<file path="src/rtl/pots_pkg.sv">
`default_nettype none

package pots_pkg;

    typedef logic [2:0] status_t;

    localparam status_t STATUS_IDLE      = 3'd0;
    localparam status_t STATUS_MEASURING = 3'd1;
    localparam status_t STATUS_APPLY     = 3'd2;
    localparam status_t STATUS_FINISHED  = 3'd3;
    localparam status_t STATUS_ERROR     = 3'd4;

    localparam logic REQ_START = 1'b0;
    localparam logic REQ_PULSE = 1'b1;

    localparam int SUM_W = 41;

    localparam logic [10:0] SAMPLES_RESET = 11'd256;
    localparam logic [10:0] MAX_SAMPLES   = 11'd1024;
    localparam logic [6:0]  START_STEP    = 7'd64;
    localparam logic [12:0] COUNT_MAX     = 13'd8191;

    localparam logic [30:0] NS_PER_SEC   = 31'd1000000000;
    localparam logic [30:0] NS_LATE_MAX  = 31'd100000000;
    localparam logic [30:0] NS_EARLY_MIN = 31'd900000000;

    // one second plus one nanosecond, per averaged sample
    localparam logic [SUM_W-1:0] THR_UNIT = 41'd1000000001;

endpackage

`default_nettype wire

</file>
<file path="src/rtl/pps_oscillator_trim_search.sv">
`default_nettype none

// an accepted word sits in the input register, and its result moves on to the result register
// throughput: one word per cycle; the input register takes a new word whenever the
//   result register is empty or being drained in the same cycle
// reset: aresetn is synchronous and active low; it clears the search (idle, trim 0,
//   step 64, counters 0), empties both registers and sets samples_per_trial to 256
module pps_oscillator_trim_search import pots_pkg::*; (
    input  wire logic        aclk,
    input  wire logic        aresetn,

    input  wire logic        cfg_we,
    input  wire logic [10:0] cfg_wdata,

    input  wire logic        s_valid,
    output logic             s_ready,
    input  wire logic        s_req_type,
    input  wire logic [31:0] s_pulse_seq,
    input  wire logic [31:0] s_pulse_sec,
    input  wire logic [29:0] s_pulse_nsec,

    output logic             m_valid,
    input  wire logic        m_ready,
    output status_t          m_status,
    output logic signed [7:0] m_trim_value,
    output logic [12:0]      m_pulses_elapsed
);

    // configuration and the per-round threshold derived from it
    logic [10:0]      cfg_reg;
    logic [10:0]      need;
    logic [SUM_W-1:0] thr_reg;

    // input register
    logic        in_valid_reg;
    logic        in_type_reg;
    logic [31:0] in_seq_reg;
    logic [31:0] in_sec_reg;
    logic [29:0] in_nsec_reg;

    // search state
    logic              running_reg,  running_next;
    logic              await_reg,    await_next;
    logic signed [7:0] trim_reg,     trim_next;
    logic [6:0]        step_reg,     step_next;
    logic [31:0]       last_seq_reg, last_seq_next;
    logic [31:0]       last_sec_reg, last_sec_next;
    logic [29:0]       last_nsec_reg, last_nsec_next;
    logic [SUM_W-1:0]  sum_reg,      sum_next;
    logic [10:0]       taken_reg,    taken_next;
    logic [12:0]       count_reg,    count_next;
    status_t           status_next;

    // result register
    logic              out_valid_reg;
    status_t           out_status_reg;
    logic signed [7:0] out_trim_reg;
    logic [12:0]       out_count_reg;

    logic fire;

    // pulse checks
    logic             seq_ok;
    logic             sec_lt;
    logic [31:0]      dsec;
    logic             dsec_big;
    logic             nsec_lt;
    logic [30:0]      diff_ns;
    logic [30:0]      dns;
    logic             whole_sec;
    logic             early_err;
    logic             window_err;
    logic [SUM_W-1:0] interval;
    logic [SUM_W-1:0] sum_add;
    logic [10:0]      taken_inc;
    logic             round_done;
    logic             slow;
    logic signed [7:0] step_s;
    logic [12:0]      count_inc;

    // effective sample count: zero reads as one, large values saturate
    function automatic logic [10:0] eff_samples(input logic [10:0] value);
        logic [10:0] n;
        if (value == 11'd0) begin
            n = 11'd1;
        end else if (value > MAX_SAMPLES) begin
            n = MAX_SAMPLES;
        end else begin
            n = value;
        end
        return n;
    endfunction

    // the result side moves when its register is free or drained this cycle
    assign fire    = in_valid_reg && (!out_valid_reg || m_ready);
    assign s_ready = !in_valid_reg || fire;

    assign need = eff_samples(cfg_reg);

    // interval arithmetic, kept to 31 bits since nanoseconds stay under 2^30
    assign seq_ok   = (in_seq_reg == last_seq_reg + 32'd1);
    assign sec_lt   = (in_sec_reg < last_sec_reg);
    assign dsec     = in_sec_reg - last_sec_reg;
    assign dsec_big = |dsec[31:1];
    assign nsec_lt  = (in_nsec_reg < last_nsec_reg);
    assign diff_ns  = {1'b0, in_nsec_reg} - {1'b0, last_nsec_reg};
    // a borrow across the second boundary adds one second back in
    assign dns      = nsec_lt ? diff_ns + NS_PER_SEC : diff_ns;
    // one full second elapsed and no borrow: the interval is 1 s plus dns
    assign whole_sec = dsec[0] && !nsec_lt;

    assign early_err  = !seq_ok || sec_lt || dsec_big || (nsec_lt && !dsec[0]);
    assign window_err = whole_sec ? (dns > NS_LATE_MAX) : (dns < NS_EARLY_MIN);

    // a borrow from a last time past one second leaves dns below zero; bit 30 is
    // then its sign, so a wrapped sum lands far above any threshold
    assign interval   = (whole_sec ? SUM_W'(NS_PER_SEC) : '0)
                        + {{(SUM_W-31){dns[30]}}, dns};
    assign sum_add    = sum_reg + interval;
    assign taken_inc  = taken_reg + 11'd1;
    assign round_done = (taken_inc >= need);
    // mean above one second means the oscillator runs slow relative to the trim
    assign slow       = (sum_add >= thr_reg);
    assign step_s     = $signed({1'b0, step_reg});
    assign count_inc  = (count_reg < COUNT_MAX) ? count_reg + 13'd1 : count_reg;

    always_comb begin
        running_next   = running_reg;
        await_next     = await_reg;
        trim_next      = trim_reg;
        step_next      = step_reg;
        last_seq_next  = last_seq_reg;
        last_sec_next  = last_sec_reg;
        last_nsec_next = last_nsec_reg;
        sum_next       = sum_reg;
        taken_next     = taken_reg;
        count_next     = count_reg;
        status_next    = STATUS_IDLE;

        if (in_type_reg == REQ_START) begin
            // restart, also in the middle of a search
            running_next = 1'b1;
            await_next   = 1'b1;
            trim_next    = '0;
            step_next    = START_STEP;
            sum_next     = '0;
            taken_next   = '0;
            count_next   = '0;
            status_next  = STATUS_APPLY;
        end else if (running_reg) begin
            count_next = count_inc;
            if (await_reg) begin
                // reference pulse opens the round
                last_seq_next  = in_seq_reg;
                last_sec_next  = in_sec_reg;
                last_nsec_next = in_nsec_reg;
                await_next     = 1'b0;
                sum_next       = '0;
                taken_next     = '0;
                status_next    = STATUS_MEASURING;
            end else if (early_err) begin
                running_next = 1'b0;
                status_next  = STATUS_ERROR;
            end else begin
                last_seq_next  = in_seq_reg;
                last_sec_next  = in_sec_reg;
                last_nsec_next = in_nsec_reg;
                if (window_err) begin
                    running_next = 1'b0;
                    status_next  = STATUS_ERROR;
                end else if (!round_done) begin
                    sum_next    = sum_add;
                    taken_next  = taken_inc;
                    status_next = STATUS_MEASURING;
                end else begin
                    trim_next  = slow ? trim_reg - step_s : trim_reg + step_s;
                    step_next  = step_reg >> 1;
                    sum_next   = '0;
                    taken_next = '0;
                    await_next = 1'b1;
                    if (step_reg[6:1] == 6'd0) begin
                        // last step was one: search complete
                        running_next = 1'b0;
                        status_next  = STATUS_FINISHED;
                    end else begin
                        status_next = STATUS_APPLY;
                    end
                end
            end
        end
    end

    // threshold loads together with the register, so a word always sees a matching pair
    always_ff @(posedge aclk) begin
        if (!aresetn) begin
            cfg_reg <= SAMPLES_RESET;
            thr_reg <= THR_UNIT * SUM_W'(SAMPLES_RESET);
        end else if (cfg_we) begin
            cfg_reg <= cfg_wdata;
            thr_reg <= THR_UNIT * SUM_W'(eff_samples(cfg_wdata));
        end
    end

    // input register payload
    always_ff @(posedge aclk) begin
        if (s_valid && s_ready) begin
            in_type_reg <= s_req_type;
            in_seq_reg  <= s_pulse_seq;
            in_sec_reg  <= s_pulse_sec;
            in_nsec_reg <= s_pulse_nsec;
        end
    end

    // result register payload
    always_ff @(posedge aclk) begin
        if (fire) begin
            out_status_reg <= status_next;
            out_trim_reg   <= trim_next;
            out_count_reg  <= count_next;
        end
    end

    always_ff @(posedge aclk) begin
        if (!aresetn) begin
            in_valid_reg  <= 1'b0;
            out_valid_reg <= 1'b0;
            running_reg   <= 1'b0;
            await_reg     <= 1'b1;
            trim_reg      <= '0;
            step_reg      <= START_STEP;
            last_seq_reg  <= '0;
            last_sec_reg  <= '0;
            last_nsec_reg <= '0;
            sum_reg       <= '0;
            taken_reg     <= '0;
            count_reg     <= '0;
        end else begin
            if (s_valid && s_ready) begin
                in_valid_reg <= 1'b1;
            end else if (fire) begin
                in_valid_reg <= 1'b0;
            end

            if (fire) begin
                out_valid_reg <= 1'b1;
            end else if (m_ready) begin
                out_valid_reg <= 1'b0;
            end

            if (fire) begin
                running_reg   <= running_next;
                await_reg     <= await_next;
                trim_reg      <= trim_next;
                step_reg      <= step_next;
                last_seq_reg  <= last_seq_next;
                last_sec_reg  <= last_sec_next;
                last_nsec_reg <= last_nsec_next;
                sum_reg       <= sum_next;
                taken_reg     <= taken_next;
                count_reg     <= count_next;
            end
        end
    end

    assign m_valid          = out_valid_reg;
    assign m_status         = out_status_reg;
    assign m_trim_value     = out_trim_reg;
    assign m_pulses_elapsed = out_count_reg;

endmodule

`default_nettype wire

</file>
<file path="config.mk">
export PLATFORM = sky130hd
export DESIGN_NAME = pps_oscillator_trim_search
export DESIGN_NICKNAME = d
export VERILOG_FILES = /design/src/rtl/pots_pkg.sv /design/src/rtl/pps_oscillator_trim_search.sv
export SDC_FILE = /design/constraint.sdc
export NUM_CORES = 1
export LEC_CHECK = 0
export BUFFER_PORTS_ARGS = -buffer_cell sky130_fd_sc_hd__buf_2
export CAP_MARGIN = 25
export CORE_AREA = 2 2 227 229
export DETAILED_ROUTE_END_ITERATION = 10
export DIE_AREA = 0 0 229 231
export GPL_ROUTABILITY_DRIVEN = 1
export MAX_ROUTING_LAYER = met4
export PLACE_DENSITY = 0.72
export SYNTH_ARGS = -nofsm -noshare
export SYNTH_HDL_FRONTEND = slang
export SYNTH_SLANG_ARGS = --single-unit
</file>
<file path="constraint.sdc">
create_clock -name aclk -period 13.66 [get_ports aclk]
set_input_delay 3.415 -clock aclk [delete_from_list [all_inputs] [get_ports aclk]]
set_output_delay 3.415 -clock aclk [all_outputs]
set_load 0.005 [all_outputs]
</file>
==> impl_metrics.ini <==
[run_status]
status = complete, no violations

[synthesis]
syn-cell-area_sq_um = 27400
yosys-top-cells-area = dfxtp_1 (17%), edfxtp_1 (13%), ha_1 (13%)
synth_mux_area_frac = 0.0566
synth_top_family_by_area = adder cells
synth_cell_type_count = 103
netlist_instances = 3023
syn-num-nets = 3499
synth_compound_gate_area_share = 0.178
synth_flop_cell = dfxtp_1
synthSimpleGateAreaFrac = 0.160
synth_fa_ha_area_frac = 0.189
ys_ff_latch = 349
synth-edff-count = 119
async_reset_ff_frac = 0
syn_area_per_cell_sq_um = 9.08
synth_top_area_frac = 0.168
seq_area_frac_synth = 0.298
synth_most_common_cell = nor2_1
synth_largest_area_cell = dfxtp_1
synth_xor_area_frac = 0.0631
synth_warnings = 0
synth_top_cells_by_count = nor2_1 (289), ha_1 (284), inv_1 (277), dfxtp_1 (230), a21oi_1 (171)

[cells_and_area]
final_cells = 3831
diodes = 0
multi_input_comb_area_sq_um = 17800
finish.net_count = 3594
fin_util = 0.591
seqCellArea_sq_um = 8180
num-fill-cells = 4532
final_cell_area_sq_um = 29900
drive_gt1_frac = 0.0914
syn_to_final_growth_pct = 9.05

[routing]
viasPerCell = 5.87
drc_errors = 0
drt_iter0_drc = 1330
wirelength_um = 70000
routedWlPerCell_um = 18.3
vias = 22500
drtAntennaViolNets = 0
first_pass_iters = 7

[worst_setup_path]
worstSetupPathType = flop to flop
cpPeakStageDelay_ns = 0.61
slowest_stage = o41ai_1
arrival_ns = 12.47
required_ns = 14.08
cp_max_fo = 25
end_kind = flop
critPathLaunchType = flop
rrSetupSlack_ns = 1.61

[sta]
fin_hold_ws_ns = 0.472
tns_ns = 0
slew_headroom = 0.319
tightestPinTransition_ns = 1.01
max_freq_ghz = 0.0830
finalHoldViolations = 0
period_needed_ns = 12.05
finalClockSkew_ns = 0.0198
worst_slack_ns = 1.61
setup_viol = 0
finalCritPeriodShare = 0.882
slew_viol_final = 0
grt_setup_unrepaired = false

[grt]
grt_overflow = 0
grt_max_degree = 87
antenna_found_initial = 0
grt_usage = 0.272
grt_first_pass_wirelength_um = 115000
grt_pass1_vias = 22400

[placement]
dp_hpwl_um = 54400
gp_congestion = 0.936
placed_cell_area_sq_um = 28600
dp.cells = 3755
numPortBuffers = 136
pre_cts_ws_ns = 1.88

[pwr]
pwr-share-seq = 0.314
power.leakage_nw = 12.6
p_comb_frac = 0.395
fin_total_pwr_mw = 3.69
vdd_drop_max_v = 0.0000910
p_switching_mw = 1.34
clkPwrFrac = 0.291
swShare = 0.363
powerDensity_nw_per_um2 = 123
internal-power_mw = 2.35

[clock_network]
cts_max_level = 2
tritoncts = yes
clk_latency_ns = 0.59
cts_root_buf = clkbuf_16
cts_setup_buffers = 0
cts_sinks = 349
cts.hold.buffers_added = 0
postCtsResizedCells = 0
cts.clk_slew.worst_paths_ns = 0.08
clockBufferDepth = 3
numCtsBuffers = 41

[run]
drv_cap = 0

[floorplan]
die_y_um = 231
rows = 83
die_area_sq_um = 52900
die_w_um = 229
io-pin-count = 137
core_region_area_sq_um = 50700
initial_core_util = 0.542

[min_path]
hold_class = flop to flop
worst paths after layout:
kind,start,to,depth (start not counted)
setup reg to reg,in_nsec_reg[16],m_trim_value[7],50
setup / recovery,in_nsec_reg[16],m_trim_value[7],50
hold reg to reg,thr_reg[16],thr_reg[16],2
hold / removal,thr_reg[16],thr_reg[16],2
power by group through the flow:
stage	Clock, mW	Combinational [mW]	Sequential, mW
3_3_place_gp	0	1.41	1.18
3_5_place_dp	0	1.44	1.18
5_1_grt	1.14	1.65	1.16
4_1_cts	1.10	1.46	1.16
6_report	1.07	1.46	1.16
2_1_floorplan	0	1.11	1.17
critical path: cells and delay by family (launching register included):
family | cells | cell delay [ns]
adder cells (fa/ha/maj) | 5 | 1.68
buffers and inverters | 3 | 0.57
multiplexers | 1 | 0.21
flip-flops | 1 | 0.39
XOR/XNOR | 3 | 0.48
AO/OA/AOI/OAI | 28 | 7.24
AND/OR/NAND/NOR | 10 | 1.35
placed cells by master, fill, tap and decap left out, types with 108 or more instances in the layout:
cell type  count
nor2_1       289
ha_1         284
inv_1        277
dfxtp_1      230
a21oi_1      171
nand2_1      161
mux2i_1      138
buf_2        136
xnor2_1      122
edfxtp_1     119
o21ai_0      108
routing by layer:
layer / vias up / track usage / wire length, um
met4: 0 / 0.0728 / 1700
met3: 121 / 0.0308 / 2820
met2: 500 / 0.456 / 33600
li1: 11000 / - / -
met5: - / - / 0
met1: 10800 / 0.351 / 31900
final cells by class:
class / count / share of cell area
multi-input cells: 2294 / 0.593
well taps: 680 / 0.0284
clock inverters: 19 / 0.00598
flip-flops and latches: 349 / 0.273
inverters: 281 / 0.0353
repair buffers: 151 / 0.0265
clock buffers: 57 / 0.0373
logic make-up after synthesis:
kind of cell	Yosys count
fa+ha+maj	365
xor+xnor	196
other cells	2
mux	152
flops	349
buf+inv	380
compound gates	703
simple gates	876
No activity file was read; power rests on OpenSTA's default activity.
